[config.mk]
export PLATFORM = sky130hd
export DESIGN_NAME = bc_texture_block_decoder_flat
export DESIGN_NICKNAME = d
export VERILOG_FILES = /design/src/design/bctd_pkg.sv /design/src/design/bctd_ifs.sv /design/src/design/bctd_front.sv /design/src/design/bctd_queue.sv /design/src/design/bctd_back.sv /design/src/design/bc_texture_block_decoder.sv /design/src/flat_wrapper.sv
export SDC_FILE = /design/constraint.sdc
export NUM_CORES = 2
export LEC_CHECK = 0
export BUFFER_PORTS_ARGS = -buffer_cell sky130_fd_sc_hd__buf_2
export CAP_MARGIN = 20
export CELL_PAD_IN_SITES_DETAIL_PLACEMENT = 2
export CELL_PAD_IN_SITES_GLOBAL_PLACEMENT = 2
export CORE_ASPECT_RATIO = 0.9
export CORE_MARGIN = 3
export CORE_UTILIZATION = 29
export CTS_CLUSTER_DIAMETER = 200
export DETAILED_ROUTE_END_ITERATION = 8
export GPL_ROUTABILITY_DRIVEN = 0
export MAX_ROUTING_LAYER = met4
export PLACE_DENSITY_LB_ADDON = 0.1
export SYNTH_ARGS = -nofsm -noshare
export SYNTH_HDL_FRONTEND = slang
export SYNTH_SLANG_ARGS = --single-unit
[constraint.sdc]
create_clock -name clk -period 42 [get_ports clk]
set_clock_uncertainty 0.2 [all_clocks]
set_input_delay 8.4 -clock clk [delete_from_list [all_inputs] [get_ports clk]]
set_output_delay 8.4 -clock clk [all_outputs]
set_load 0.005 [all_outputs]
[src/design/bctd_pkg.sv]
// ----------------------------------------------------------------------------
// bctd_pkg
// Shared types, constants and divide helpers for the texture block decoder.
// ----------------------------------------------------------------------------
`default_nettype none

package bctd_pkg;

  localparam int MAX_DIM_BLOCKS = 1024;
  localparam int DIM_W          = $clog2(MAX_DIM_BLOCKS);
  localparam int CFG_W          = 11;
  localparam int CFG_IDX_W      = 2;
  localparam int PIX_W          = 12;
  localparam int PIX_PER_BLOCK  = 16;
  localparam int PIX_CNT_W      = $clog2(PIX_PER_BLOCK);
  localparam int QUEUE_DEPTH    = 2;
  localparam int QPTR_W         = $clog2(QUEUE_DEPTH);
  localparam int QCNT_W         = $clog2(QUEUE_DEPTH + 1);

  localparam logic [7:0] ALPHA_OPAQUE = 8'hFF;

  localparam logic [CFG_IDX_W-1:0] REG_FORMAT = CFG_IDX_W'(0);
  localparam logic [CFG_IDX_W-1:0] REG_WIDTH  = CFG_IDX_W'(1);
  localparam logic [CFG_IDX_W-1:0] REG_HEIGHT = CFG_IDX_W'(2);

  typedef enum logic [1:0] {
    FMT_DXT1 = 2'd0,
    FMT_DXT3 = 2'd1,
    FMT_DXT5 = 2'd2,
    FMT_DXTA = 2'd3
  } fmt_t;

  // classified block, front to back
  typedef struct packed {
    fmt_t                  fmt;
    logic [31:0]           cidx;
    logic [63:0]           aword;
    logic [2:0][7:0]       p0;
    logic [2:0][7:0]       p1;
    logic [2:0][9:0]       s2;
    logic [2:0][9:0]       s3;
    logic [2:0][8:0]       avg;
    logic                  punch;
    logic                  mode7;
    logic [5:0][10:0]      asum;
    logic [DIM_W-1:0]      col;
    logic [DIM_W-1:0]      row;
    logic                  image_end;
  } job_t;

  // resolved palettes of the block being streamed
  typedef struct packed {
    fmt_t                  fmt;
    logic [31:0]           cidx;
    logic [63:0]           aword;
    logic [3:0][2:0][7:0]  rgb;
    logic                  punch;
    logic [7:0][7:0]       apal;
    logic [DIM_W-1:0]      col;
    logic [DIM_W-1:0]      row;
    logic                  image_end;
  } pal_t;

  // floor(x / 3) for x below 768
  function automatic logic [7:0] div3(input logic [9:0] x);
    logic [19:0] p;
    p = 20'(x) * 20'(683);
    return p[18:11];
  endfunction

  // floor(x / 5) for x up to 1275
  function automatic logic [7:0] div5(input logic [10:0] x);
    logic [21:0] p;
    p = 22'(x) * 22'(1639);
    return p[20:13];
  endfunction

  // floor(x / 7) for x up to 1785
  function automatic logic [7:0] div7(input logic [10:0] x);
    logic [23:0] p;
    p = 24'(x) * 24'(4682);
    return p[22:15];
  endfunction

endpackage

`default_nettype wire

[src/design/bctd_ifs.sv]
// ----------------------------------------------------------------------------
// bctd_ifs
// Handshake channels: compressed block in, pixel out, register writes.
// ----------------------------------------------------------------------------
`default_nettype none

interface bctd_blk_if;
  logic        valid;
  logic        ready;
  logic [63:0] first_half;
  logic [63:0] second_half;

  modport source (output valid, first_half, second_half, input ready);
  modport sink   (input valid, first_half, second_half, output ready);
endinterface

interface bctd_pix_if;
  logic                        valid;
  logic                        ready;
  logic [7:0]                  red;
  logic [7:0]                  green;
  logic [7:0]                  blue;
  logic [7:0]                  alpha;
  logic [bctd_pkg::PIX_W-1:0]  pixel_x;
  logic [bctd_pkg::PIX_W-1:0]  pixel_y;
  logic                        last_of_block;
  logic                        last_of_image;

  modport source (output valid, red, green, blue, alpha, pixel_x, pixel_y,
                  last_of_block, last_of_image, input ready);
  modport sink   (input valid, red, green, blue, alpha, pixel_x, pixel_y,
                  last_of_block, last_of_image, output ready);
endinterface

interface bctd_cfg_if;
  logic                            valid;
  logic                            ready;
  logic [bctd_pkg::CFG_IDX_W-1:0]  index;
  logic [bctd_pkg::CFG_W-1:0]      data;

  modport source (output valid, index, data, input ready);
  modport sink   (input valid, index, data, output ready);
endinterface

`default_nettype wire

[src/design/bctd_front.sv]
// ----------------------------------------------------------------------------
// bctd_front
// Register file, block position counter and endpoint/weight preparation.
// ----------------------------------------------------------------------------
`default_nettype none

module bctd_front (
  input  wire logic          clk,
  input  wire logic          rst,
  bctd_blk_if.sink           src,
  bctd_cfg_if.sink           cfg,
  output bctd_pkg::job_t     job,
  output logic               job_valid,
  input  wire logic          job_ready
);

  bctd_pkg::fmt_t                   texture_format;
  logic [bctd_pkg::CFG_W-1:0]       width_blocks;
  logic [bctd_pkg::CFG_W-1:0]       height_blocks;
  logic [bctd_pkg::DIM_W-1:0]       block_column;
  logic [bctd_pkg::DIM_W-1:0]       block_row;
  logic [bctd_pkg::CFG_W-1:0]       wdec;
  logic [bctd_pkg::CFG_W-1:0]       hdec;
  logic [bctd_pkg::DIM_W-1:0]       wm1;
  logic [bctd_pkg::DIM_W-1:0]       hm1;
  logic                             row_end;
  logic                             col_last;
  logic                             accept;

  assign cfg.ready = !rst;
  assign src.ready = job_ready && !rst;
  assign job_valid = src.valid && !rst;
  assign accept    = src.valid && src.ready;

  // effective dimension minus one, zero acts as one, oversize saturates
  always_comb begin
    wdec = width_blocks - bctd_pkg::CFG_W'(1);
    hdec = height_blocks - bctd_pkg::CFG_W'(1);
    if (width_blocks == '0) begin
      wm1 = '0;
    end else if (width_blocks > bctd_pkg::CFG_W'(bctd_pkg::MAX_DIM_BLOCKS)) begin
      wm1 = bctd_pkg::DIM_W'(bctd_pkg::MAX_DIM_BLOCKS - 1);
    end else begin
      wm1 = wdec[bctd_pkg::DIM_W-1:0];
    end
    if (height_blocks == '0) begin
      hm1 = '0;
    end else if (height_blocks > bctd_pkg::CFG_W'(bctd_pkg::MAX_DIM_BLOCKS)) begin
      hm1 = bctd_pkg::DIM_W'(bctd_pkg::MAX_DIM_BLOCKS - 1);
    end else begin
      hm1 = hdec[bctd_pkg::DIM_W-1:0];
    end
  end

  assign row_end  = block_column >= wm1;
  assign col_last = block_row >= hm1;

  always_comb begin
    logic [31:0]      cword;
    logic [15:0]      e0;
    logic [15:0]      e1;
    logic [7:0]       a0;
    logic [7:0]       a1;
    logic [10:0]      s7;
    logic [10:0]      s5;
    cword = (texture_format == bctd_pkg::FMT_DXT1) ? src.first_half[31:0]
                                                   : src.second_half[31:0];
    job.cidx = (texture_format == bctd_pkg::FMT_DXT1) ? src.first_half[63:32]
                                                      : src.second_half[63:32];
    e0 = cword[15:0];
    e1 = cword[31:16];
    job.fmt   = texture_format;
    job.aword = src.first_half;
    job.punch = (texture_format == bctd_pkg::FMT_DXT1) && (e0 <= e1);
    job.p0[0] = {e0[4:0], 3'b000};
    job.p0[1] = {e0[10:5], 2'b00};
    job.p0[2] = {e0[15:11], 3'b000};
    job.p1[0] = {e1[4:0], 3'b000};
    job.p1[1] = {e1[10:5], 2'b00};
    job.p1[2] = {e1[15:11], 3'b000};
    for (int c = 0; c < 3; c++) begin
      job.s2[c]  = {1'b0, job.p0[c], 1'b0} + 10'(job.p1[c]);
      job.s3[c]  = 10'(job.p0[c]) + {1'b0, job.p1[c], 1'b0};
      job.avg[c] = 9'(job.p0[c]) + 9'(job.p1[c]);
    end
    a0 = src.first_half[7:0];
    a1 = src.first_half[15:8];
    job.mode7 = a0 > a1;
    for (int z = 0; z < 6; z++) begin
      s7 = 11'(6 - z) * 11'(a0) + 11'(z + 1) * 11'(a1);
      s5 = (z < 4) ? (11'(4 - z) * 11'(a0) + 11'(z + 1) * 11'(a1)) : '0;
      job.asum[z] = job.mode7 ? s7 : s5;
    end
    job.col       = block_column;
    job.row       = block_row;
    job.image_end = row_end && col_last;
  end

  always_ff @(posedge clk) begin
    if (rst) begin
      texture_format <= bctd_pkg::FMT_DXT1;
      width_blocks   <= bctd_pkg::CFG_W'(1);
      height_blocks  <= bctd_pkg::CFG_W'(1);
    end else if (cfg.valid) begin
      unique case (cfg.index)
        bctd_pkg::REG_FORMAT: texture_format <= bctd_pkg::fmt_t'(cfg.data[1:0]);
        bctd_pkg::REG_WIDTH:  width_blocks   <= cfg.data;
        bctd_pkg::REG_HEIGHT: height_blocks  <= cfg.data;
        default: ;
      endcase
    end
  end

  always_ff @(posedge clk) begin
    if (rst) begin
      block_column <= '0;
      block_row    <= '0;
    end else if (accept) begin
      if (row_end) begin
        block_column <= '0;
        block_row    <= col_last ? '0 : block_row + bctd_pkg::DIM_W'(1);
      end else begin
        block_column <= block_column + bctd_pkg::DIM_W'(1);
      end
    end
  end

endmodule

`default_nettype wire

[src/design/bctd_queue.sv]
// ----------------------------------------------------------------------------
// bctd_queue
// Short request queue between the front and the pixel back end.
// ----------------------------------------------------------------------------
`default_nettype none

module bctd_queue (
  input  wire logic          clk,
  input  wire logic          rst,
  input  bctd_pkg::job_t     in_data,
  input  wire logic          in_valid,
  output logic               in_ready,
  output bctd_pkg::job_t     out_data,
  output logic               out_valid,
  input  wire logic          out_ready
);

  bctd_pkg::job_t                store [bctd_pkg::QUEUE_DEPTH];
  logic [bctd_pkg::QPTR_W-1:0]   wr_ptr;
  logic [bctd_pkg::QPTR_W-1:0]   rd_ptr;
  logic [bctd_pkg::QCNT_W-1:0]   count;
  logic                          push;
  logic                          pop;

  function automatic logic [bctd_pkg::QPTR_W-1:0] advance(
    input logic [bctd_pkg::QPTR_W-1:0] p
  );
    return (p == bctd_pkg::QPTR_W'(bctd_pkg::QUEUE_DEPTH - 1)) ? '0
                                                              : p + bctd_pkg::QPTR_W'(1);
  endfunction

  assign in_ready  = count != bctd_pkg::QCNT_W'(bctd_pkg::QUEUE_DEPTH);
  assign out_valid = count != '0;
  assign out_data  = store[rd_ptr];
  assign push      = in_valid && in_ready;
  assign pop       = out_valid && out_ready;

  always_ff @(posedge clk) begin
    if (push) begin
      store[wr_ptr] <= in_data;
    end
  end

  always_ff @(posedge clk) begin
    if (rst) begin
      wr_ptr <= '0;
      rd_ptr <= '0;
      count  <= '0;
    end else begin
      if (push) begin
        wr_ptr <= advance(wr_ptr);
      end
      if (pop) begin
        rd_ptr <= advance(rd_ptr);
      end
      if (push && !pop) begin
        count <= count + bctd_pkg::QCNT_W'(1);
      end else if (pop && !push) begin
        count <= count - bctd_pkg::QCNT_W'(1);
      end
    end
  end

endmodule

`default_nettype wire

[src/design/bctd_back.sv]
// ----------------------------------------------------------------------------
// bctd_back
// Palette resolution and pixel sequencer, one pixel a cycle to the output while dst is ready.
// ----------------------------------------------------------------------------
`default_nettype none

module bctd_back (
  input  wire logic          clk,
  input  wire logic          rst,
  input  bctd_pkg::job_t     job,
  input  wire logic          job_valid,
  output logic               job_ready,
  bctd_pix_if.source         dst
);

  bctd_pkg::pal_t                  pal;
  bctd_pkg::pal_t                  pal_next;
  logic                            pal_valid;
  logic [bctd_pkg::PIX_CNT_W-1:0]  pix;
  logic                            emit;
  logic                            last_pix;
  logic                            pop;
  logic                            out_valid;

  logic [1:0]                      ci;
  logic [5:0]                      aoff;
  logic [3:0]                      nib;
  logic [7:0]                      av;
  logic [7:0]                      r;
  logic [7:0]                      g;
  logic [7:0]                      b;
  logic [7:0]                      a;

  assign last_pix  = pix == bctd_pkg::PIX_CNT_W'(bctd_pkg::PIX_PER_BLOCK - 1);
  assign emit      = pal_valid && (!out_valid || dst.ready);
  assign job_ready = !pal_valid || (emit && last_pix);
  assign pop       = job_valid && job_ready;
  assign dst.valid = out_valid;

  // palettes from the prepared weighted sums
  always_comb begin
    pal_next.fmt       = job.fmt;
    pal_next.cidx      = job.cidx;
    pal_next.aword     = job.aword;
    pal_next.punch     = job.punch;
    pal_next.col       = job.col;
    pal_next.row       = job.row;
    pal_next.image_end = job.image_end;
    for (int c = 0; c < 3; c++) begin
      pal_next.rgb[0][c] = job.p0[c];
      pal_next.rgb[1][c] = job.p1[c];
      pal_next.rgb[2][c] = job.punch ? job.avg[c][8:1] : bctd_pkg::div3(job.s2[c]);
      pal_next.rgb[3][c] = job.punch ? 8'd0 : bctd_pkg::div3(job.s3[c]);
    end
    pal_next.apal[0] = job.aword[7:0];
    pal_next.apal[1] = job.aword[15:8];
    for (int z = 0; z < 6; z++) begin
      if (job.mode7) begin
        pal_next.apal[z + 2] = bctd_pkg::div7(job.asum[z]);
      end else if (z < 4) begin
        pal_next.apal[z + 2] = bctd_pkg::div5(job.asum[z]);
      end else if (z == 4) begin
        pal_next.apal[z + 2] = 8'd0;
      end else begin
        pal_next.apal[z + 2] = bctd_pkg::ALPHA_OPAQUE;
      end
    end
  end

  // pixel selection
  always_comb begin
    ci   = pal.cidx[{pix, 1'b0} +: 2];
    aoff = 6'({pix, 1'b0}) + 6'(pix) + 6'(16);
    nib  = pal.aword[{pix, 2'b00} +: 4];
    av   = pal.apal[pal.aword[aoff +: 3]];
    r    = pal.rgb[ci][0];
    g    = pal.rgb[ci][1];
    b    = pal.rgb[ci][2];
    a    = bctd_pkg::ALPHA_OPAQUE;
    unique case (pal.fmt)
      bctd_pkg::FMT_DXT1: a = (pal.punch && ci == 2'd3) ? 8'd0 : bctd_pkg::ALPHA_OPAQUE;
      bctd_pkg::FMT_DXT3: a = {nib, nib};
      bctd_pkg::FMT_DXT5: a = av;
      bctd_pkg::FMT_DXTA: begin
        r = av;
        g = av;
        b = av;
      end
    endcase
  end

  always_ff @(posedge clk) begin
    if (pop) begin
      pal <= pal_next;
    end
  end

  always_ff @(posedge clk) begin
    if (rst) begin
      pal_valid <= 1'b0;
      pix       <= '0;
      out_valid <= 1'b0;
    end else begin
      pal_valid <= pop || (pal_valid && !(emit && last_pix));
      if (emit) begin
        pix <= pix + bctd_pkg::PIX_CNT_W'(1);
      end
      out_valid <= emit || (out_valid && !dst.ready);
    end
  end

  // output register
  always_ff @(posedge clk) begin
    if (emit) begin
      dst.red           <= r;
      dst.green         <= g;
      dst.blue          <= b;
      dst.alpha         <= a;
      dst.pixel_x       <= bctd_pkg::PIX_W'({pal.col, pix[1:0]});
      dst.pixel_y       <= bctd_pkg::PIX_W'({pal.row, pix[3:2]});
      dst.last_of_block <= last_pix;
      dst.last_of_image <= last_pix && pal.image_end;
    end
  end

endmodule

`default_nettype wire

[src/design/bc_texture_block_decoder.sv]
// ----------------------------------------------------------------------------
// bc_texture_block_decoder
// Decodes one DXT1/DXT3/DXT5/DXTA block per request into 16 RGBA pixels.
// The sequencer sends one pixel a cycle to dst while dst is ready.
// A two-entry queue lets up to two further blocks be taken while one streams.
// Reset: format DXT1, dimensions one block, position and queue cleared.
// ----------------------------------------------------------------------------
`default_nettype none

module bc_texture_block_decoder (
  input  wire logic    clk,
  input  wire logic    rst,
  bctd_blk_if.sink     src,
  bctd_pix_if.source   dst,
  bctd_cfg_if.sink     cfg
);

  bctd_pkg::job_t  front_job;
  logic            front_valid;
  logic            front_ready;
  bctd_pkg::job_t  back_job;
  logic            back_valid;
  logic            back_ready;

  bctd_front u_front (
    .clk       (clk),
    .rst       (rst),
    .src       (src),
    .cfg       (cfg),
    .job       (front_job),
    .job_valid (front_valid),
    .job_ready (front_ready)
  );

  bctd_queue u_queue (
    .clk       (clk),
    .rst       (rst),
    .in_data   (front_job),
    .in_valid  (front_valid),
    .in_ready  (front_ready),
    .out_data  (back_job),
    .out_valid (back_valid),
    .out_ready (back_ready)
  );

  bctd_back u_back (
    .clk       (clk),
    .rst       (rst),
    .job       (back_job),
    .job_valid (back_valid),
    .job_ready (back_ready),
    .dst       (dst)
  );

endmodule

`default_nettype wire

[src/flat_wrapper.sv]
// flat-port wrapper written by rule: the top's interface ports become plain ports
module bc_texture_block_decoder_flat 
  (clk, rst, src_valid, src_first_half, src_second_half, src_ready, dst_valid, dst_red, dst_green, dst_blue, dst_alpha, dst_pixel_x, dst_pixel_y, dst_last_of_block, dst_last_of_image, dst_ready, cfg_valid, cfg_index, cfg_data, cfg_ready);
  bctd_blk_if src_i ();
  bctd_pix_if dst_i ();
  bctd_cfg_if cfg_i ();
  input  wire logic clk;
  input  wire logic rst;
  input wire logic [$bits(src_i.valid)-1:0] src_valid;
  input wire logic [$bits(src_i.first_half)-1:0] src_first_half;
  input wire logic [$bits(src_i.second_half)-1:0] src_second_half;
  output wire logic [$bits(src_i.ready)-1:0] src_ready;
  output wire logic [$bits(dst_i.valid)-1:0] dst_valid;
  output wire logic [$bits(dst_i.red)-1:0] dst_red;
  output wire logic [$bits(dst_i.green)-1:0] dst_green;
  output wire logic [$bits(dst_i.blue)-1:0] dst_blue;
  output wire logic [$bits(dst_i.alpha)-1:0] dst_alpha;
  output wire logic [$bits(dst_i.pixel_x)-1:0] dst_pixel_x;
  output wire logic [$bits(dst_i.pixel_y)-1:0] dst_pixel_y;
  output wire logic [$bits(dst_i.last_of_block)-1:0] dst_last_of_block;
  output wire logic [$bits(dst_i.last_of_image)-1:0] dst_last_of_image;
  input wire logic [$bits(dst_i.ready)-1:0] dst_ready;
  input wire logic [$bits(cfg_i.valid)-1:0] cfg_valid;
  input wire logic [$bits(cfg_i.index)-1:0] cfg_index;
  input wire logic [$bits(cfg_i.data)-1:0] cfg_data;
  output wire logic [$bits(cfg_i.ready)-1:0] cfg_ready;
  assign src_i.valid = src_valid;
  assign src_i.first_half = src_first_half;
  assign src_i.second_half = src_second_half;
  assign src_ready = src_i.ready;
  assign dst_valid = dst_i.valid;
  assign dst_red = dst_i.red;
  assign dst_green = dst_i.green;
  assign dst_blue = dst_i.blue;
  assign dst_alpha = dst_i.alpha;
  assign dst_pixel_x = dst_i.pixel_x;
  assign dst_pixel_y = dst_i.pixel_y;
  assign dst_last_of_block = dst_i.last_of_block;
  assign dst_last_of_image = dst_i.last_of_image;
  assign dst_i.ready = dst_ready;
  assign cfg_i.valid = cfg_valid;
  assign cfg_i.index = cfg_index;
  assign cfg_i.data = cfg_data;
  assign cfg_ready = cfg_i.ready;
  bc_texture_block_decoder u_core (.clk(clk), .rst(rst), .src(src_i), .dst(dst_i), .cfg(cfg_i));
endmodule
; Yosys cells after proc, flatten, opt, wreduce, memory -nomap -nowiden
; Memories as Yosys holds them, arrays and structs flattened. A register that Yosys moved wholly into a read port is not among the register bits.
; Index checks and enable logic that the tools add are counted.
[word_totals]
ff_bits = 392
ramBits = 612
in_bits = 146
word_cells = 193
mem_count = 1
[classes]
add_sub_neg = 30
mul = 22
n_lt_le_gt_ge = 8
n_eq_ne = 8
n_shift = 3
mux = 38
n_reduce_logical = 37
[memory_table]
columns = name, words, word_bits, read_ports, rd_ports_with_merged_regs, wr, line
row1 = u_core.u_queue.store, 2, 306, 1, 1, 1, bctd_queue.sv:18  ; bctd_pkg::job_t store [bctd_pkg::QUEUE_DEPTH];
[ops]
columns = op, n
row1 = multiplier 11 x 12 -> 22 bit (second input constant), 6
row2 = multiplier 10 x 10 -> 19 bit (second input constant), 6
row3 = 2-to-1 mux 8 bit, 12
row4 = multiplier 11 x 11 -> 21 bit (second input constant), 4
row5 = 2-to-1 mux 11 bit, 6
row6 = 2-to-1 mux 32 bit, 2
row7 = indexed part select 64 x 7 -> 3 bit, 1
row8 = indexed part select 64 x 7 -> 4 bit, 1
row9 = 2-to-1 mux 10 bit, 6
row10 = binary-select mux 24 bit (select 2 bit), 1
row11 = multiplier 2 x 8 -> 10 bit (first input constant), 4
row12 = indexed part select 32 x 6 -> 2 bit, 1
row13 = adder 8 x 9 -> 10 bit, 3
row14 = adder 9 x 8 -> 10 bit, 3
row15 = adder 8 x 8 -> 9 bit, 3
row16 = binary-select mux 8 bit (select 3 bit), 1
row17 = 2-to-1 mux 24 bit, 1
row18 = one-hot mux 8 bit (3 select lines), 1
row19 = adder 10 x 10 -> 11 bit, 2
row20 = > comparator 11 bit (second input constant), 2
row21 = logical NOT 11 bit, 2
row22 = multiplier 3 x 8 -> 11 bit (first input constant), 2
row23 = adder 10 x 1 -> 10 bit (second input constant), 2
row24 = greater-or-equal comparator 10 bit, 2
row25 = 31 further kinds, 72

; Depth between registers and ports, before layout
[depth]
word_depth = 9
depth_mapped = 28

; Cells and area by module
; From an unflattened synthesis, not the netlist that was laid out.
[hier_totals]
cells_unflattened = 6052
hier_area_um2 = 75961.6
[by_module_without_submodules]
columns = module, instances, cells_each, area_each_um2, seq_area_each_um2
row1 = bctd_back, 1, 3647, 41372.2, 9789.4
row2 = bctd_queue, 1, 1026, 23711.5, 19438.6
row3 = bctd_front, 1, 1379, 10877.9, 880.8

; Worst setup path before layout
; OpenSTA, ideal clock, no wires.
[synth_path]
path_kind = input port to flip-flop
startpoint = input port rst
endpoint = memory u_core.u_queue.store[0][0] (netlist bit) (enable)
setup_ps = 912
arrival_time_ps = 20407
setup_slack_ps = 20481
cell_stages = 5
path_cell_list = clkbuf_1 -> a21oi_1 -> nand2_1 -> clkbuf_1 -> nor2_1
[synth_between]
elab_chain_len = 5
[synth_lines]
columns = element, line
row1 = "start, declared", flat_wrapper.sv:8  ; input wire logic rst;
row2 = logical NOT 1 bit, bctd_front.sv:32  ; assign job_valid = src.valid && !rst;
row3 = logical AND 1 bit, bctd_front.sv:32
row4 = logical AND 1 bit, bctd_queue.sv:35  ; assign push = in_valid && in_ready;
row5 = 2-to-1 mux 1 bit, bctd_queue.sv:39  ; if (push) begin
row6 = 2-to-1 mux 1 bit (implied by the code), bctd_queue.sv:40  ; store[wr_ptr] <= in_data;
row7 = "end, declared", bctd_queue.sv:18
; No other way between the ends.

; Final worst setup path
[layout_path]
startpoint = input port rst
endpoint = output port cfg_ready
[layout_between]
elab_chain_len = 1
[layout_lines]
columns = element, line
row1 = logical NOT 1 bit, bctd_front.sv:30  ; assign cfg.ready = !rst;
row2 = "end, declared", flat_wrapper.sv:26  ; output wire logic [$bits(cfg_i.ready)-1:0] cfg_ready;
; No other way between the ends.

==> run summary <==
Synth
* sky130_fd_sc_hd__edfxtp_1 — dominant register cell in the synthesized netlist
* 67,500 um2 — Mapped Area
* 39.4% — portion of the post-synthesis area used by sequential elements
* 0 — count of synthesis-stage warnings from yosys
* 80 — post-synth cell types
* sky130_fd_sc_hd__edfxtp_1 (38%), sky130_fd_sc_hd__ha_1 (21%), sky130_fd_sc_hd__fa_1 (9.4%) — largest cells by area after synthesis
* 850 — EDFF count, synth
* 5,439 — Mapped Cells
* 12.4 um2 — Mapped Avg Cell Area
* 37.8% — proportion of netlist area held by the largest area contributor
* 0% — asr flop ratio synth
* 905 — number of flip-flops and latches in the synthesized netlist
* 7,033 — Post-Syn Nets
* sky130_fd_sc_hd__edfxtp_1 — cell type with the highest aggregate area in the netlist

Final layout
* 7,278 — Total Nets Final
* sky130_fd_sc_hd__ha_1 (1,130), sky130_fd_sc_hd__inv_1 (911), sky130_fd_sc_hd__edfxtp_1 (850) — commonest cells after routing, fill and taps aside
* 32.9% — Post-Route Utilization
* 12.4% — P&R area growth vs syn
* sky130_fd_sc_hd__ha_1 — commonest non-fill, non-tap cell in the layout
* 14.0% — fraction of layout instances using a drive strength above 1
* 24,200 — fill cell total of the finished layout
* 8,826 — Cell Count, Final, Fillers Out

Timing
* 0 — final hold viol count
* 28.6% — Max-Slew Margin vs Limit
* 18.01 ns — minimum clock period
* 55.5 MHz — maximum clock frequency
* 1.07 ns — worst-margin pin slew
* 0 ns — setup TNS
* 42.9% — final period utilization
* 0 — Final Max Slew Viols
* 0 — final setup vio count
* false — unrepaired setup endpoints after global routing

Critical path
* input pin to output pin — worst setup path category
* u_core.u_back.pal[60]$_DFFE_PP_ — worst reg2reg path endpoint
* 9.41 ns — arrival time of data at the critical path endpoint
* 21 — count of cells along the worst register-to-register path
* 54 — critical path fanouts, max
* 33.51 ns — setup slack of the worst register-to-register path
* input pin — sort of element at the start of the critical path
* rst — start point of the critical path
* output pin — kind of end point of the critical path
* 33.40 ns — required time of the critical path

Clock network
* 104 — total clock buffers created by CTS
* sky130_fd_sc_hd__clkbuf_16 — Root Buffer Master
* 0 — Post-CTS Repair Setup Buffers
* 0.06 ns — post-CTS clock slew at the launch and capture registers of the worst setup and hold paths
* 0.72 ns — worst-skew pair later-pin latency
* built — clock tree from TritonCTS
* 905 — Num Clock Sinks
* 3 — Longest Clk Path Bufs
* 0 — Hold-fix buffers, CTS
* 3 — H-Tree Level Count
* 0 — PostCTS Resize Cnt

Drt
* 4.77 — vias per inst
* 1,732 — starting DRC count in detailed routing
* 23.1 um — per-cell routed wire length
* 0 — drt drc
* 204,000 um — total wire length
* 42,100 — count of vias placed by the detailed router
* 0 — count of nets left with antenna violations after detail routing
* 7 — DRT Pass-1 Iters

Die
* 207 — total I/O pin count
* 239,000 um2 — area of the die
* 167 — number of standard-cell rows in the floorplan
* 464 um — die span in y
* 29.2% — initial standard-cell utilization of the core
* 231,000 um2 — floorplan core area
* 515 um — die width

Global routing
* 119 — maximum number of pins on one net before global-route repair
* 30 — antenna violations before repair
* 17.7% — global routing usage summed across all routing layers
* 0 — total gr overflow
* 47,500 — number of global-route vias before repair
* 310,000 um — global-route wire length before repair

Placed design
* 206 — number of buffers inserted by port buffering
* 159,000 um — post-detail-place hpwl
* 8,620 — number of placed instances with taps included

Worst hold path
* u_core.u_back.pal[14]$_DFFE_PP_ — startpoint of the worst hold path
* register to register — min-delay worst type
* u_core.u_back.dst.pixel_x[5]$_DFFE_PP_ — Hold Path Sink
* 0 — worst hold path depth

Run status
* complete, no violations — result of the run

Run
* 0 — number of max-cap violations

-- worst max path at each step --
| stage | end | slack [ns] | depth (start not counted) |
|---|---|---|---|
| final | cfg_ready | 23.99 | 4 |
| after global routing | cfg_ready | 23.86 | 4 |
| after CTS | cfg_ready | 23.94 | 4 |
| after detailed placement | cfg_ready | 23.95 | 4 |
| after global placement | cfg_ready | 24.00 | 4 |
| after floorplan | u_core.u_queue.store[0][0]$_DFFE_PP_ | 20.48 | 5 |
-- worst max-delay path, stage by stage --
cell                    delay, ns
sky130_fd_sc_hd__buf_2       0.08
sky130_fd_sc_hd__buf_4       0.50
sky130_fd_sc_hd__inv_1       0.22
sky130_fd_sc_hd__buf_2       0.18
-- cells in the mapped netlist, drive strengths merged, types with 9 or more instances --
cell type  number
and3           22
a211oi         24
nand2         101
nor4           14
a21oi         217
ha           1131
mux4          101
edfxtp        850
o31ai          18
clkbuf         56
a31oi          10
a221oi         14
nor3b           9
or3            17
o21a           39
xnor2         182
nor3           70
nand4          13
dfxtp          55
inv           914
buf            55
o22ai          21
xor2           99
nand3b         11
nand2b         27
or2            10
o211ai          9
nor2b          28
o21ai          92
nor2          219
o2111ai         9
and2           11
mux2i         145
mux2          268
fa            317
o21bai         47
a21o           82
nand3          47
-- sequential cells by signal (all words and copies together), names as in the netlist, named ones only --
register and flops:
u_core.u_queue.store 544, u_core.u_back.pal 248, u_core.u_back.dst.pixel_x 12, u_core.u_back.dst.pixel_y 12, u_core.u_front.height_blocks 11, u_core.u_front.width_blocks 11, u_core.u_front.block_column 10, u_core.u_front.block_row 10
u_core.u_back.dst.alpha 8, u_core.u_back.dst.blue 8, u_core.u_back.dst.green 8, u_core.u_back.dst.red 8, u_core.u_back.pix 4, u_core.u_front.texture_format 2, u_core.u_queue.count 2, u_core.u_back.dst.last_of_block 1
u_core.u_back.dst.last_of_image 1, u_core.u_back.dst.valid 1, u_core.u_back.pal_valid 1, u_core.u_queue.rd_ptr 1, u_core.u_queue.wr_ptr 1
-- final cells by class --
cell class | count | area (um2) | share of cell area [%]
flip-flops and latches | 905 | 26600 | 35.1
inverters | 916 | 3450 | 4.54
well taps | 3042 | 3810 | 5.02
clock buffers | 129 | 2780 | 3.66
repair buffers | 250 | 1400 | 1.84
diodes | 14 | 35.0 | 0.0462
multi-input cells | 3507 | 37000 | 48.8
clock inverters | 63 | 762 | 1.00
-- cells by family after synthesis --
| group | share of synthesized area [%] |
|---|---|
| multiplexers | 10.0 |
| adder cells (fa/ha/maj) | 30.4 |
| flip-flops | 39.4 |
| XOR/XNOR | 3.66 |
| AND/OR/NAND/NOR | 4.45 |
| buffers and inverters | 5.82 |
| AO/OA/AOI/OAI | 6.20 |
-- through the flow --
stage | hold slack, ns | instance area, um2 | setup slack, ns
global route | 0.228 | 75900 | 23.86
floorplan | 0.200 | 67500 | 20.48
CTS | 0.222 | 75800 | 23.94
finish | 0.221 | 75900 | 23.99
global placement | 0.206 | 72300 | 24.00
detailed placement | 0.207 | 72300 | 23.95
-- per-layer routing --
layer	track usage, %	part of all wire, %
met5	-	0
met4	3.47	1.8
met3	1.33	2.0
met2	28.6	47
met1	24.6	49
Power is left out: the tool's default activity adds up to more than one toggle a clock period on the data nets, which glitch-free logic cannot reach.
